--- config.mk ---
export PLATFORM = sky130hd
export DESIGN_NAME = integer_literal_parser_unit
export DESIGN_NICKNAME = d
export VERILOG_FILES = /design/src/hdl/ilp_pkg.sv /design/src/hdl/ilp_step.sv /design/src/hdl/integer_literal_parser_unit.sv
export SDC_FILE = /design/constraint.sdc
export NUM_CORES = 1
export LEC_CHECK = 0
export ABC_AREA = 0
export BUFFER_PORTS_ARGS = -buffer_cell sky130_fd_sc_hd__buf_4
export CORE_ASPECT_RATIO = 0.5
export CORE_MARGIN = 1.5
export CORE_UTILIZATION = 25
export CTS_CLUSTER_SIZE = 12
export DETAILED_ROUTE_END_ITERATION = 10
export PLACE_DENSITY = 0.45
export SLEW_MARGIN = 10
export SYNTH_ARGS = -nofsm -noshare
export SYNTH_HDL_FRONTEND = slang
export SYNTH_SLANG_ARGS = --single-unit
--- constraint.sdc ---
create_clock -name clk_i -period 5.15 [get_ports clk_i]
set_input_delay 0.7725 -clock clk_i [delete_from_list [all_inputs] [get_ports clk_i]]
set_output_delay 0.7725 -clock clk_i [all_outputs]
set_load 0.03 [all_outputs]
--- src/hdl/ilp_pkg.sv ---
// shared types and constants for the integer literal parser
// no dependencies; used by every file of the block

package ilp_pkg;

  localparam int unsigned VALUE_WIDTH = 64;

  // character codes the parser looks for
  localparam logic [7:0] CH_0     = 8'h30;
  localparam logic [7:0] CH_7     = 8'h37;
  localparam logic [7:0] CH_9     = 8'h39;
  localparam logic [7:0] CH_UP_A  = 8'h41;
  localparam logic [7:0] CH_UP_Z  = 8'h5a;
  localparam logic [7:0] CH_LO_A  = 8'h61;
  localparam logic [7:0] CH_LO_F  = 8'h66;
  localparam logic [7:0] CH_LO_L  = 8'h6c;
  localparam logic [7:0] CH_LO_U  = 8'h75;
  localparam logic [7:0] CH_LO_X  = 8'h78;
  localparam logic [7:0] CASE_GAP = 8'h20;

  typedef enum logic [3:0] {
    PH_START,
    PH_ZERO,
    PH_DEC,
    PH_OCT,
    PH_HEX,
    PH_SFX_U,
    PH_SFX_UL,
    PH_SFX_L,
    PH_SFX_LL,
    PH_DONE
  } phase_e;

  typedef enum logic [1:0] {
    BASE_8,
    BASE_10,
    BASE_16
  } base_e;

  typedef struct packed {
    logic [7:0] char_code;
    logic       end_of_number;
  } in_item_t;

  typedef struct packed {
    logic [VALUE_WIDTH-1:0] value;
    logic                   is_decimal;
    logic                   has_unsigned;
    logic                   has_long;
    logic                   has_long_long;
    logic                   invalid;
  } out_item_t;

  typedef struct packed {
    phase_e                 phase;
    logic [VALUE_WIDTH-1:0] acc;
    logic                   decimal_mark;
    logic                   unsigned_mark;
    logic                   long_mark;
    logic                   long_long_mark;
    logic                   invalid_mark;
  } parse_state_t;

  localparam parse_state_t STATE_RESET = '{
    phase:          PH_START,
    acc:            '0,
    decimal_mark:   1'b0,
    unsigned_mark:  1'b0,
    long_mark:      1'b0,
    long_long_mark: 1'b0,
    invalid_mark:   1'b0
  };

endpackage

--- src/hdl/ilp_step.sv ---
// next-state logic of the parser for one character
// depends on ilp_pkg

module ilp_step (
  input  ilp_pkg::parse_state_t state_i,
  input  logic [7:0]            char_i,
  output ilp_pkg::parse_state_t state_o
);

  logic [7:0]                      lc;
  ilp_pkg::base_e                  base;
  logic [3:0]                      dig;
  logic                            dig_ok;
  logic [ilp_pkg::VALUE_WIDTH-1:0] acc_scaled;
  logic [ilp_pkg::VALUE_WIDTH-1:0] acc_next;

  always_comb begin
    if (char_i inside {[ilp_pkg::CH_UP_A:ilp_pkg::CH_UP_Z]}) begin
      lc = char_i + ilp_pkg::CASE_GAP;
    end else begin
      lc = char_i;
    end
  end

  // the start state reads its first digit as decimal, the zero state as octal
  always_comb begin
    case (state_i.phase)
      ilp_pkg::PH_ZERO, ilp_pkg::PH_OCT: base = ilp_pkg::BASE_8;
      ilp_pkg::PH_HEX:                   base = ilp_pkg::BASE_16;
      default:                           base = ilp_pkg::BASE_10;
    endcase
  end

  always_comb begin
    dig    = 4'd0;
    dig_ok = 1'b0;
    case (base)
      ilp_pkg::BASE_8: begin
        dig_ok = char_i inside {[ilp_pkg::CH_0:ilp_pkg::CH_7]};
        dig    = char_i[3:0];
      end
      ilp_pkg::BASE_16: begin
        if (char_i inside {[ilp_pkg::CH_0:ilp_pkg::CH_9]}) begin
          dig_ok = 1'b1;
          dig    = char_i[3:0];
        end else if (lc inside {[ilp_pkg::CH_LO_A:ilp_pkg::CH_LO_F]}) begin
          dig_ok = 1'b1;
          dig    = lc[3:0] + 4'd9;
        end
      end
      default: begin
        dig_ok = char_i inside {[ilp_pkg::CH_0:ilp_pkg::CH_9]};
        dig    = char_i[3:0];
      end
    endcase
  end

  // constant bases are shifts and adds
  always_comb begin
    case (base)
      ilp_pkg::BASE_8:  acc_scaled = state_i.acc << 3;
      ilp_pkg::BASE_16: acc_scaled = state_i.acc << 4;
      default:          acc_scaled = (state_i.acc << 3) + (state_i.acc << 1);
    endcase
    acc_next = acc_scaled + {{(ilp_pkg::VALUE_WIDTH-4){1'b0}}, dig};
  end

  always_comb begin
    state_o = state_i;
    if (!state_i.invalid_mark) begin
      case (state_i.phase)
        ilp_pkg::PH_START, ilp_pkg::PH_ZERO, ilp_pkg::PH_DEC,
        ilp_pkg::PH_OCT, ilp_pkg::PH_HEX: begin
          if (state_i.phase == ilp_pkg::PH_ZERO && lc == ilp_pkg::CH_LO_X) begin
            state_o.phase = ilp_pkg::PH_HEX;
          end else if (state_i.phase == ilp_pkg::PH_START && char_i == ilp_pkg::CH_0) begin
            state_o.phase = ilp_pkg::PH_ZERO;
          end else begin
            case (state_i.phase)
              ilp_pkg::PH_START: begin
                state_o.decimal_mark = 1'b1;
                state_o.phase        = ilp_pkg::PH_DEC;
              end
              ilp_pkg::PH_ZERO: state_o.phase = ilp_pkg::PH_OCT;
              default:          state_o.phase = state_i.phase;
            endcase
            if (dig_ok) begin
              state_o.acc = acc_next;
            end else if (lc == ilp_pkg::CH_LO_U) begin
              state_o.unsigned_mark = 1'b1;
              state_o.phase         = ilp_pkg::PH_SFX_U;
            end else if (lc == ilp_pkg::CH_LO_L) begin
              state_o.long_mark = 1'b1;
              state_o.phase     = ilp_pkg::PH_SFX_L;
            end else begin
              state_o.invalid_mark = 1'b1;
              state_o.phase        = ilp_pkg::PH_DONE;
            end
          end
        end
        ilp_pkg::PH_SFX_U: begin
          if (lc == ilp_pkg::CH_LO_L) begin
            state_o.long_mark = 1'b1;
            state_o.phase     = ilp_pkg::PH_SFX_UL;
          end else begin
            state_o.invalid_mark = 1'b1;
            state_o.phase        = ilp_pkg::PH_DONE;
          end
        end
        ilp_pkg::PH_SFX_UL: begin
          if (lc == ilp_pkg::CH_LO_L) begin
            state_o.long_mark      = 1'b0;
            state_o.long_long_mark = 1'b1;
            state_o.phase          = ilp_pkg::PH_DONE;
          end else begin
            state_o.invalid_mark = 1'b1;
            state_o.phase        = ilp_pkg::PH_DONE;
          end
        end
        ilp_pkg::PH_SFX_L: begin
          if (lc == ilp_pkg::CH_LO_L) begin
            state_o.long_mark      = 1'b0;
            state_o.long_long_mark = 1'b1;
            state_o.phase          = ilp_pkg::PH_SFX_LL;
          end else if (lc == ilp_pkg::CH_LO_U) begin
            state_o.unsigned_mark = 1'b1;
            state_o.phase         = ilp_pkg::PH_DONE;
          end else begin
            state_o.invalid_mark = 1'b1;
            state_o.phase        = ilp_pkg::PH_DONE;
          end
        end
        ilp_pkg::PH_SFX_LL: begin
          if (lc == ilp_pkg::CH_LO_U) begin
            state_o.unsigned_mark = 1'b1;
            state_o.phase         = ilp_pkg::PH_DONE;
          end else begin
            state_o.invalid_mark = 1'b1;
            state_o.phase        = ilp_pkg::PH_DONE;
          end
        end
        default: begin
          // anything after a complete suffix is left over
          state_o.invalid_mark = 1'b1;
          state_o.phase        = ilp_pkg::PH_DONE;
        end
      endcase
    end
  end

endmodule

--- src/hdl/integer_literal_parser_unit.sv ---
// integer literal parser: one character per cycle while the input is not stalled, one result per literal
// the result appears in the output register in the cycle after the last character is accepted
// each accepted character passes the accumulate step (shift-add by the base)
// the input stalls only while a result sits in the output register and is itself stalled
// reset clears the parse state and the output valid; the output payload is not reset
// depends on ilp_pkg and ilp_step

module integer_literal_parser_unit (
  input  logic               clk_i,
  input  logic               rst_ni,
  input  logic               in_valid_i,
  output logic               in_stall_o,
  input  ilp_pkg::in_item_t  in_data_i,
  output logic               out_valid_o,
  input  logic               out_stall_i,
  output ilp_pkg::out_item_t out_data_o
);

  ilp_pkg::parse_state_t state_q, state_d, state_step;
  ilp_pkg::out_item_t    out_data_q, out_data_d;
  logic                  out_valid_q, out_valid_d;
  logic                  in_accept;

  ilp_step u_step (
    .state_i (state_q),
    .char_i  (in_data_i.char_code),
    .state_o (state_step)
  );

  assign in_stall_o = out_valid_q & out_stall_i;
  assign in_accept  = in_valid_i & ~in_stall_o;

  always_comb begin
    state_d     = state_q;
    out_data_d  = out_data_q;
    out_valid_d = out_valid_q & out_stall_i;
    if (in_accept) begin
      if (in_data_i.end_of_number) begin
        state_d                  = ilp_pkg::STATE_RESET;
        out_valid_d              = 1'b1;
        out_data_d.value         = state_step.acc;
        out_data_d.is_decimal    = state_step.decimal_mark;
        out_data_d.has_unsigned  = state_step.unsigned_mark;
        out_data_d.has_long      = state_step.long_mark;
        out_data_d.has_long_long = state_step.long_long_mark;
        out_data_d.invalid       = state_step.invalid_mark;
      end else begin
        state_d = state_step;
      end
    end
  end

  always_ff @(posedge clk_i or negedge rst_ni) begin
    if (!rst_ni) begin
      state_q     <= ilp_pkg::STATE_RESET;
      out_valid_q <= 1'b0;
    end else begin
      state_q     <= state_d;
      out_valid_q <= out_valid_d;
    end
  end

  always_ff @(posedge clk_i) begin
    out_data_q <= out_data_d;
  end

  assign out_valid_o = out_valid_q;
  assign out_data_o  = out_data_q;

endmodule

==> results.yml <==
final_layout:
  antenna_cells: 0
  final_core_util_pct: 30.3
  finish.cell_count_without_fillers: 2449
  proportion_of_layout_cells_with_a_drive_suffix_above_1_pct: 17.7
  area_growth_syn_to_layout_pct: 19.1
  design.final.nets: 1819
grt:
  grt_util_all_layers_pct: 17.9
  grt_pass1_wl_microns: 76100
  grt_use_met3_pct: 2.26
  grt_antenna_before_repair: 1
  busiest_layer: "met2"
  grt.met1_usage_pct: 26.5
  grt_max_degree: 75
  grt_pass1_vias: 12400
  gr-usage-met2_pct: 27.2
  grt_remaining_overflow: 0
placement:
  pre_cts_ws_ns: -0.256
  buffer_ports.inserted: 83
  post-dp-hpwl_microns: 37500
  gp_routability_congestion: 0.920
  place.detailed.instances: 2409
setup_path:
  arrival_ns: 5.33
  worst_ep_required_time_ns: 5.45
  worstSetupStartpoint: "in_data_i[2]"
  crit_path_end_kind: "flip-flop"
  reg2reg_depth: 14
  critical_path.startpoint_type: "input port"
  r2r_start: "state_q[5]"
  worstSetupEndpoint: "out_data_o[68]"
  reg2reg_setup_slack_ns: 0.16
  biggest_fanout_along_the_worst_timing_path: 4
  r2r_end: "out_data_o[68]"
  crit_type: "in -> reg"
sta:
  post-route-period-util_pct: 97.7
  timing.slew.headroom_pct: 42.9
  grt_setup_unrepaired: "true"
  slew_violations: 0
  timing_hold_violations_final: 0
  finalSetupViolations: 0
  final.setup.worst_slack_ns: 0.120
  finalClockSkew_ns: 0.0126
  worstMarginPinSlew_ns: 0.857
  fin_worst_hold_slack_ns: 0.220
  period_minus_slack_ns: 5.03
  fin_setup_tns_ns: 0
  fmaxAchievable_mhz: 199
route:
  antenna_viol_nets_final: 0
  drt-pass1-iter-count: 7
  routed_via_density: 5.38
  routed_wirelength_microns: 49200
  detailroute.via_count: 13200
  drt_first_iter_violations: 951
  remaining_drc_errors: 0
  avgRoutedWirePerCell_microns: 20.1
clock_network:
  cts-buffers-inserted: 17
  cts_num_sinks: 143
  cts_hold_buffers: 0
  clk_path_buf_depth: 2
  cts.root.buffer_cell: "clkbuf_16"
  cts.clk_slew.worst_paths_ns: 0.07
  clock_tree.htree_level_count: 4
  clkLatencyLatePin_ns: 0.46
  tritoncts: "built"
floorplan:
  dieArea_sq_mm: 0.0548
  io_pins: 84
  floorplan.die.width_microns: 329
  initial_core_utilization_pct: 25.5
  floorplan.die.height_microns: 166
  floorplan.core_area_sq_mm: 0.0523
  floorplan.rows: 59
synth:
  instance_count_of_the_mapped_netlist: 1632
  netlist_area_sq_mm: 0.0133
  syn_area_per_cell_sq_um: 8.16
  synth.net_count: 1716
  share_of_async_settable_or_async_resettable_flops_after_synthesis_pct: 51.7
  portion_of_the_post_synthesis_area_used_by_sequential_elements_pct: 29.5
  synthDistinctLibCells: 102
  synthFlopType: "dfrtp_1"
  ys_top_cells_by_area: "edfxtp_1 16%, dfrtp_1 14%, ha_1 6.5%"
  synth_edf_count: 69
  synthDominantAreaCellType: "edfxtp_1"
  synth.ff_latch_count: 143
  synth_top_area_share_pct: 15.6
  synth-warning-count: 0
hold_path:
  hold_class: "in -> async"
power_and_ir_drop:
  leakage_nw: 6.17
  ir_drop_v: 0.000237
  p_per_area_mw_per_mm2: 243
outcome:
  result_of_the_run: "finished clean"
flow_run:
  maxCapViolCount: 0
layout by cell type (no fill, tap or decap), types with 8 or more instances in the layout:
cell type	instances
nand2_1	225
a31oi_1	9
or3_1	18
nand3_1	36
o31ai_1	11
o22a_1	11
clkbuf_16	17
o21a_1	16
and3_1	19
nor2_1	123
nor3_1	40
a211oi_1	12
o21ai_0	152
dfrtp_1	74
xnor2_1	49
o22ai_1	41
o21ai_1	10
and4_1	11
xor2_1	37
inv_1	18
buf_4	175
o221ai_1	12
edfxtp_1	69
a21oi_1	124
o211ai_1	14
nand2b_1	9
o21bai_1	8
a22o_1	32
nand4_1	43
nor4_1	16
a21o_1	27
mux2i_1	16
ha_1	67
metal layers:
metal	share of wire, %	routed length, microns
met5	0	0
met4	1.7	827
met3	3.9	1900
met2	44	21500
met1	51	25000
worst min-delay path by stage:
stage | depth (start not counted) | to | from
2_1_floorplan | 2 | state_q[3] | state_q[3]
3_3_place_gp | 2 | state_q[3] | state_q[3]
3_5_place_dp | 2 | state_q[3] | state_q[3]
4_1_cts | 1 | state_q[5] | rst_ni
5_1_grt | 1 | state_q[5] | rst_ni
6_report | 1 | state_q[5] | rst_ni
power by group:
part | total [mW] | leakage (nW) | internal, mW | switching, mW
registers | 1.26 | 1.69 | 1.23 | 0.0275
clock network | 1.31 | 0.296 | 0.694 | 0.619
logic | 1.28 | 4.18 | 0.464 | 0.817
per-stage QoR:
stage | cell area [sq um] | power (mW)
after global placement | 15100 | 2.56
after global routing | 15900 | 4.04
after floorplan | 13300 | 2.19
after CTS | 15700 | 3.88
final | 15900 | 3.86
after detailed placement | 15100 | 2.55
cell families (layout without fill, tap and decap cells):
family / count (synthesis) / in the layout / synth area share [%]
and+or+nand+nor: 627 / 627 / 24.2
DFF: 143 / 143 / 29.5
muxes: 19 / 19 / 1.46
AOI/OAI and AO/OA: 570 / 570 / 28.4
adders and majority gates: 71 / 71 / 6.78
buffers and inverters: 116 / 232 / 4.05
xor gates and xnor gates: 86 / 86 / 5.65
layout make-up:
class	count	area (sq um)
well taps	701	877
multi-input cells	1373	8990
clock inverters	15	169
inverters	20	78.8
clock buffers	17	425
fillers	5630	36400
repair buffers	180	1390
flip-flops and latches	143	3920
Yosys cell counts, drive strengths merged (10+ instances only):
| cell | count |
|---|---|
| nand2 | 230 |
| o21ai | 166 |
| a21oi | 130 |
| nor2 | 128 |
| dfrtp | 74 |
| edfxtp | 69 |
| ha | 69 |
| xnor2 | 49 |
| buf | 48 |
| clkbuf | 48 |
| nor3 | 47 |
| nand4 | 45 |
| o22ai | 42 |
| nand3 | 38 |
| xor2 | 37 |
| a22o | 32 |
| a21o | 27 |
| nor4 | 26 |
| or3 | 21 |
| inv | 20 |
| a211oi | 19 |
| and3 | 19 |
| mux2i | 16 |
| o21a | 16 |
| o211ai | 14 |
| o221ai | 12 |
| and4 | 11 |
| o22a | 11 |
| o31ai | 11 |
| a31oi | 10 |
| nand2b | 10 |
flip-flops by register name (all words and copies together), names as in the netlist:
register / count
out_data_o: 69
state_q: 73
out_valid_o: 1
critical path, cell delays in order:
cell and delay, ns:
buf_4 0.12, inv_1 0.07, ha_1 0.16, nand2b_1 0.07, or4_4 0.43, a31oi_2 0.18, o311a_1 0.18, o211a_1 0.22
nor2b_4 0.19, nand2_2 0.06, o21ai_2 0.18, fa_2 0.24, a21oi_2 0.06, nor2_2 0.13, o211ai_1 0.12, nor4_2 0.44
buf_4 0.20, nand2_4 0.05, nor4_4 0.12, buf_4 0.18, nand4_4 0.13, or3_4 0.41, or4_1 0.50, a31oi_1 0.13
repair_timing:
item,in CTS,in global routing
gates resized for setup,0,35
setup endpoints to repair,0,69
setup buffers,0,8
Note: power is estimated with default switching activity, not from simulation.
